## src/design/rrqs_pkg.sv

```systemverilog
// Package for the round-robin quantum scheduler.
// Holds the command and result transaction types, status codes and defaults.
// No dependencies.
package rrqs_pkg;

	localparam int DEF_QUEUE_DEPTH = 16;
	localparam int DEF_CYCLE_WIDTH = 16;

	localparam int ID_W    = 4;
	localparam int FIELD_W = 16;
	localparam int TIME_W  = 32;

	localparam logic KIND_ENQUEUE  = 1'b0;
	localparam logic KIND_DISPATCH = 1'b1;

	typedef enum logic [2:0] {
		ST_ENQUEUED  = 3'd0,
		ST_REFUSED   = 3'd1,
		ST_REQUEUED  = 3'd2,
		ST_COMPLETED = 3'd3,
		ST_IDLE      = 3'd4
	} rrqs_status_t;

	typedef struct packed {
		logic               kind;
		logic [ID_W-1:0]    job_id;
		logic [FIELD_W-1:0] burst_cycles;
	} rrqs_cmd_t;

	typedef struct packed {
		rrqs_status_t       status;
		logic [ID_W-1:0]    ran_job;
		logic [FIELD_W-1:0] ran_cycles;
		logic [FIELD_W-1:0] left_cycles;
		logic [TIME_W-1:0]  elapsed_time;
	} rrqs_result_t;

	// Per-cell control from the queue controller.
	typedef struct packed {
		logic load;
		logic shift;
	} rrqs_cell_ctl_t;

endpackage

```

## src/design/rrqs_cell.sv

```systemverilog
// One slot of the shifting ready queue: holds a job id and its remaining cycles.
// Depends on rrqs_pkg for the cell control type.
module rrqs_cell import rrqs_pkg::*; #(
	parameter int DATA_W = ID_W + DEF_CYCLE_WIDTH
) (
	input  logic              clk,
	input  rrqs_cell_ctl_t    ctl,
	input  logic [DATA_W-1:0] new_data,
	input  logic [DATA_W-1:0] next_data,
	output logic [DATA_W-1:0] data
);

	logic [DATA_W-1:0] data_q;

	// A load wins over the shift so a requeued job lands in the freed tail slot.
	always_ff @(posedge clk) begin
		if (ctl.load) begin
			data_q <= new_data;
		end else if (ctl.shift) begin
			data_q <= next_data;
		end
	end

	assign data = data_q;

endmodule

```

## src/design/round_robin_quantum_scheduler_unit.sv

```systemverilog
// Top level of the round-robin quantum scheduler: queue control, time counter, result register.
// Depends on rrqs_pkg and rrqs_cell.
//
//   port group        | dir | handshake                          | payload
//   ------------------+-----+------------------------------------+---------------
//   command           | in  | start & !busy accepts               | cmd (rrqs_cmd_t)
//   result            | out | done, one cycle, no back-pressure    | result (rrqs_result_t)
//   quantum register  | in  | cfg_we writes                       | cfg_data
//
// One command is taken every cycle; busy is always low. The result of a command
// appears with done in the cycle after it was accepted, set by the single
// register stage after the head cell and the min/subtract logic. The queue is a
// row of cells with the head in cell 0; a dispatch on a non-empty queue shifts
// every cell one place toward the head. Reset clears the count and time and sets
// the quantum to one; cells hold stale data.
module round_robin_quantum_scheduler_unit import rrqs_pkg::*; #(
	parameter int QUEUE_DEPTH = DEF_QUEUE_DEPTH,
	parameter int CYCLE_WIDTH = DEF_CYCLE_WIDTH
) (
	input  logic               clk,
	input  logic               arst_n,
	input  logic               start,
	output logic               busy,
	input  rrqs_cmd_t          cmd,
	output logic               done,
	output rrqs_result_t       result,
	input  logic               cfg_we,
	input  logic [FIELD_W-1:0] cfg_data
);

	localparam int LW     = (CYCLE_WIDTH < FIELD_W) ? CYCLE_WIDTH : FIELD_W;
	localparam int DATA_W = ID_W + LW;
	localparam int CNT_W  = $clog2(QUEUE_DEPTH + 1);

	logic [CNT_W-1:0]  count_q;
	logic [TIME_W-1:0] time_q;
	logic [LW-1:0]     quantum_q;
	logic              done_q;
	rrqs_result_t      result_q;

	logic [DATA_W-1:0] cell_data [QUEUE_DEPTH];
	rrqs_cell_ctl_t    cell_ctl  [QUEUE_DEPTH];

	logic              accept;
	logic              is_dispatch;
	logic              full;
	logic              empty;
	logic              do_push;
	logic              do_pop;
	logic              requeue;
	logic [ID_W-1:0]   head_id;
	logic [LW-1:0]     head_left;
	logic [LW-1:0]     ran;
	logic [LW-1:0]     left_after;
	logic [LW-1:0]     burst;
	logic [DATA_W-1:0] load_data;
	logic [CNT_W-1:0]  load_slot;
	logic [CNT_W-1:0]  count_d;
	rrqs_result_t      result_d;

	assign busy        = 1'b0;
	assign accept      = start && !busy;
	assign is_dispatch = (cmd.kind == KIND_DISPATCH);
	assign full        = (count_q == CNT_W'(QUEUE_DEPTH));
	assign empty       = (count_q == '0);
	assign burst       = cmd.burst_cycles[LW-1:0];

	assign head_id    = cell_data[0][DATA_W-1:LW];
	assign head_left  = cell_data[0][LW-1:0];
	assign ran        = (quantum_q < head_left) ? quantum_q : head_left;
	assign left_after = head_left - ran;

	assign do_push = accept && !is_dispatch && !full;
	assign do_pop  = accept && is_dispatch && !empty;
	assign requeue = do_pop && (left_after != '0);

	// After a pop every entry moves down one, so the requeue slot is count - 1.
	assign load_slot = is_dispatch ? (count_q - CNT_W'(1)) : count_q;
	assign load_data = is_dispatch ? {head_id, left_after} : {cmd.job_id, burst};

	for (genvar i = 0; i < QUEUE_DEPTH; i++) begin : g_cell
		logic [DATA_W-1:0] next_data;

		if (i == QUEUE_DEPTH - 1) begin : g_last
			assign next_data = cell_data[i];
		end else begin : g_mid
			assign next_data = cell_data[i+1];
		end

		assign cell_ctl[i].shift = do_pop;
		assign cell_ctl[i].load  = (do_push || requeue) && (load_slot == CNT_W'(i));

		rrqs_cell #(
			.DATA_W(DATA_W)
		) u_cell (
			.clk      (clk),
			.ctl      (cell_ctl[i]),
			.new_data (load_data),
			.next_data(next_data),
			.data     (cell_data[i])
		);
	end

	always_comb begin
		count_d  = count_q;
		result_d = '0;
		if (!is_dispatch) begin
			result_d.status      = full ? ST_REFUSED : ST_ENQUEUED;
			result_d.ran_job     = cmd.job_id;
			result_d.left_cycles = FIELD_W'(burst);
			result_d.elapsed_time = time_q;
			if (!full) begin
				count_d = count_q + CNT_W'(1);
			end
		end else if (empty) begin
			result_d.status       = ST_IDLE;
			result_d.elapsed_time = time_q;
		end else begin
			result_d.status       = (left_after != '0) ? ST_REQUEUED : ST_COMPLETED;
			result_d.ran_job      = head_id;
			result_d.ran_cycles   = FIELD_W'(ran);
			result_d.left_cycles  = FIELD_W'(left_after);
			result_d.elapsed_time = time_q + TIME_W'(ran);
			if (left_after == '0) begin
				count_d = count_q - CNT_W'(1);
			end
		end
	end

	always_ff @(posedge clk or negedge arst_n) begin
		if (!arst_n) begin
			count_q   <= '0;
			time_q    <= '0;
			quantum_q <= LW'(1);
			done_q    <= 1'b0;
		end else begin
			done_q <= accept;
			if (cfg_we) begin
				quantum_q <= cfg_data[LW-1:0];
			end
			if (accept) begin
				count_q <= count_d;
				time_q  <= result_d.elapsed_time;
			end
		end
	end

	always_ff @(posedge clk) begin
		if (accept) begin
			result_q <= result_d;
		end
	end

	assign done   = done_q;
	assign result = result_q;

	// The fill count never passes the queue depth.
	assert property (@(posedge clk) disable iff (!arst_n)
		count_q <= CNT_W'(QUEUE_DEPTH))
		else $error("queue count exceeds depth");

	// Every accepted command yields exactly one result in the next cycle.
	assert property (@(posedge clk) disable iff (!arst_n)
		accept |=> done)
		else $error("accepted command produced no result");

	// A dispatch on an empty queue leaves the count and time untouched.
	assert property (@(posedge clk) disable iff (!arst_n)
		(accept && is_dispatch && empty) |=> ($stable(count_q) && $stable(time_q)))
		else $error("idle dispatch changed queue state");

	// An idle result carries no job and no cycles.
	assert property (@(posedge clk) disable iff (!arst_n)
		(done && result.status == ST_IDLE) |->
		(result.ran_job == '0 && result.ran_cycles == '0 && result.left_cycles == '0))
		else $error("idle result carries job data");

endmodule

```

## config.mk

```make
export PLATFORM = sky130hd
export DESIGN_NAME = round_robin_quantum_scheduler_unit
export DESIGN_NICKNAME = d
export VERILOG_FILES = /design/src/design/rrqs_pkg.sv /design/src/design/rrqs_cell.sv /design/src/design/round_robin_quantum_scheduler_unit.sv
export SDC_FILE = /design/constraint.sdc
export NUM_CORES = 1
export LEC_CHECK = 0
export BUFFER_PORTS_ARGS = -buffer_cell sky130_fd_sc_hd__buf_2
export CORE_UTILIZATION = 49
export CTS_CLUSTER_DIAMETER = 60
export DETAILED_ROUTE_END_ITERATION = 10
export PLACE_DENSITY = 0.71
export SLEW_MARGIN = 20
export SYNTH_ARGS = -nofsm -noshare
export SYNTH_HDL_FRONTEND = slang
export SYNTH_SLANG_ARGS = --single-unit
export TNS_END_PERCENT = 5
```

## constraint.sdc

```tcl
create_clock -name clk -period 19.9 [get_ports clk]
set_clock_uncertainty 0.05 [all_clocks]
set_input_delay 0.995 -clock clk [delete_from_list [all_inputs] [get_ports clk]]
set_output_delay 0.995 -clock clk [all_outputs]
set_load 0.02 [all_outputs]
```

==> insert_results.sql <==
INSERT INTO impl_metrics (metric_group, metric, value, unit) VALUES
('status', 'status', 'complete, no violations', ''),
('placed_design', 'place.gp.congestion', '0.878', ''),
('drt', 'antenna_violating_nets_post_route', '0', ''),
('synth', 'synth_adder_area_share', '0.0316', ''),
('synth', 'yosys_most_used_dff', 'edfxtp_1', ''),
('clocking', 'clock_insertion_delay_worst_skew', '600', 'ps'),
('floorplan', 'num_io_pins', '114', ''),
('drt', 'routed_wirelength', '48.8', 'mm'),
('sta', 'final-max-slew-violation-count', '0', ''),
('critical_path', 'critical_path.startpoint_type', 'register', ''),
('floorplan', 'initial_core_util', '0.498', ''),
('synth', 'yosysWarningCount', '0', ''),
('power_and_ir_drop', 'power.ir.vdd_worst', '0.0000723', 'V'),
('clocking', 'clk_transition_reported_paths', '60', 'ps'),
('synth', 'synthCells', '1507', ''),
('floorplan', 'die_ht', '211', 'um'),
('drt', 'drc', '0', ''),
('clocking', 'post_cts_resized', '0', ''),
('synth', 'async_sr_flop_fraction', '0.121', ''),
('drt', 'post_drt_via_cell_ratio', '5.62', ''),
('critical_path', 'cp_data_arrival_time', '7950', 'ps'),
('floorplan', 'rows', '76', ''),
('sta', 'setup_slack', '12180', 'ps'),
('layout', 'area_delta_synth_final', '11.6', '%'),
('floorplan', 'die-area', '44600', 'sq um'),
('critical_path', 'number_of_cell_instances_on_the_worst_register_to_register_path', '19', ''),
('min_path', 'hold_path_depth', '1', ''),
('critical_path', 'path_cells', 'inv_1 -> ha_1 -> a21o_1 -> a211oi_1 -> o311ai_0 -> nand2_1 -> o21ai_0 -> ha_1 -> inv_1 -> fa_1 -> a21oi_1 -> o2111ai_1 -> xor2_1 -> or4_2 -> nor3_1 -> nand4_1 -> o41ai_4 -> a21oi_2 -> or2_2', ''),
('clocking', 'tritoncts', 'built', ''),
('synth', 'synth_top_family_by_area', 'multiplexers', ''),
('synth', 'synth_sequential_area_ratio', '0.611', ''),
('placed_design', 'buffer_ports.inserted', '112', ''),
('power_and_ir_drop', 'pleak', '8.93', 'nW'),
('sta', 'setup_viol', '0', ''),
('critical_path', 'crit_buf_inv', '2', ''),
('layout', 'fin_nets', '1694', ''),
('critical_path', 'setup.worst_path.class', 'reg -> reg', ''),
('sta', 'grt_setup_unrepaired', 'false', ''),
('sta', 'clock.fmax', '129', 'MHz'),
('floorplan', 'dieWidth', '211', 'um'),
('grt', 'antenna_found_initial', '0', ''),
('placed_design', 'dp_hpwl', '31.6', 'mm'),
('min_path', 'worst_hold_path_type', 'reg -> reg', ''),
('sta', 'max_transition_margin', '0.276', ''),
('clocking', 'post-cts-setup-buffer-count', '0', ''),
('grt', 'globalRoute.totalOverflow', '0', ''),
('layout', 'final_design_area_no_fill', '23900', 'sq um'),
('clocking', 'cts_buffers', '48', ''),
('layout', 'insertedDiodeCount', '0', ''),
('drt', 'dr_total_vias', '12500', ''),
('sta', 'accumulated_negative_setup_slack', '0', 'ps'),
('clocking', 'clockRootBuffer', 'clkbuf_16', ''),
('synth', 'number_of_synthesized_flops_with_an_enable_pin', '391', ''),
('sta', 'final_min_period_over_clock_period', '0.388', ''),
('synth', 'synth-compound-area-share', '0.0507', ''),
('synth', 'yosysTopAreaCellShare', '0.548', ''),
('grt', 'grt_start_max_net_pins', '55', ''),
('critical_path', 'r2r_setup_slack', '12180', 'ps'),
('critical_path', 'timing.critical_path.slowest_stage_cell', 'o41ai_4', ''),
('synth', 'synthMuxAreaShare', '0.183', ''),
('clocking', 'clock_path_buffers', '3', ''),
('clocking', 'h-tree-depth', '2', ''),
('critical_path', 'cp.depth', '19', ''),
('critical_path', 'cp_max_fo', '21', ''),
('clocking', 'cts-hold-fix-buffers', '0', ''),
('critical_path', 'end_kind', 'register', ''),
('grt', 'first_global_vias', '12200', ''),
('drt', 'detail_route.iter0.violations', '1167', ''),
('synth', 'synth_cell_type_count', '60', ''),
('synth', 'synth-seq-cells', '445', ''),
('grt', 'global_route.usage.total', '0.221', '');
-- sequential cells by signal, summed over array words and instances, names as in the netlist --
| register | flops |
|---|---|
| g_cell.u_cell.data | 320 |
| result | 71 |
| time_q | 32 |
| quantum_q | 16 |
| count_q | 5 |
| done | 1 |
-- cell families (layout without fill, tap and decap cells) --
group | Yosys count | after routing
adder cells (fa/ha/maj) | 53 | 53
AO/OA/AOI/OAI | 162 | 162
multiplexers | 351 | 351
XOR/XNOR | 57 | 57
other | 1 | 1
flip-flops | 445 | 445
AND/OR/NAND/NOR | 303 | 303
buffers and inverters | 135 | 265
-- layout by cell type (no fill, tap or decap), types with 6 or more instances in the layout --
cell type	count
a211oi_1	7
a21o_1	14
a21oi_1	31
a21oi_2	14
a22o_1	12
a31oi_1	7
and3_1	9
buf_2	111
buf_4	19
clkbuf_1	13
clkbuf_16	48
clkinv_1	6
clkinv_2	6
dfrtp_1	53
edfxtp_1	391
ha_1	51
inv_1	48
mux2_2	330
mux2i_1	19
nand2_1	124
nand2b_1	8
nand3_1	24
nor2_1	60
nor2b_1	8
nor3_1	18
nor3b_1	6
nor4_1	9
o21ai_0	29
o21bai_1	6
or2_2	17
xnor2_1	25
xor2_1	32
-- layout make-up --
| class | count | area, sq um |
|---|---|---|
| Clock buffer | 62 | 1260 |
| Clock inverter | 25 | 231 |
| Sequential cell | 445 | 13100 |
| Timing Repair Buffer | 130 | 698 |
| Inverter | 48 | 180 |
| Fill cell | 3455 | 19100 |
| Multi-Input combinational cell | 927 | 7730 |
| Tap cell | 585 | 732 |
-- power by group --
group	switching, W	total, W	internal [W]
clock	0.000372	0.000852	0.000480
sequential	0.0000479	0.00117	0.00112
combinational	0.000401	0.000614	0.000213
-- path summary, 6_finish.rpt --
path / startpoint / endpoint
hold reg to reg: time_q[31] / time_q[31]
hold / removal: time_q[31] / time_q[31]
max in group asynchronous: arst_n / quantum_q[7]
min in group asynchronous: arst_n / done
setup reg to reg: g_cell[0].u_cell.data[1] / g_cell[10].u_cell.data[10]
setup / recovery: g_cell[0].u_cell.data[1] / g_cell[10].u_cell.data[10]
-- synth_stat cells, drive strengths merged (24+ instances only) --
master / n
edfxtp: 391
mux2: 330
nand2: 124
nor2: 61
dfrtp: 53
ha: 51
clkbuf: 49
inv: 48
a21oi: 46
buf: 38
o21ai: 34
xor2: 32
xnor2: 25
nand3: 24
-- worst register-to-register path, cell delays in order (launching register included) --
cell	delay, ps
edfxtp_1	440
inv_1	70
ha_1	280
a21o_1	100
a211oi_1	70
o311ai_0	430
nand2_1	660
o21ai_0	670
ha_1	240
inv_1	50
fa_1	400
a21oi_1	250
o2111ai_1	250
xor2_1	220
or4_2	740
nor3_1	200
nand4_1	270
o41ai_4	890
a21oi_2	490
or2_2	620
-- per-layer routing --
layer	GRT usage	share of wire	up-vias
met4	0.0917	0.036	0
met1	0.313	0.45	6069
met3	0.0494	0.072	110
met2	0.327	0.44	490
met5	0	0	-
li1	-	-	5811
-- metrics by stage --
step	instances	power, W	hold slack, ps
2_1_floorplan	1507	0.00159	411
3_3_place_gp	2135	0.00177	426
3_5_place_dp	2135	0.00179	441
4_1_cts	2222	0.00264	451
5_1_grt	2222	0.00275	468
6_report	2222	0.00263	451
No activity file was read; power rests on OpenSTA's default activity.
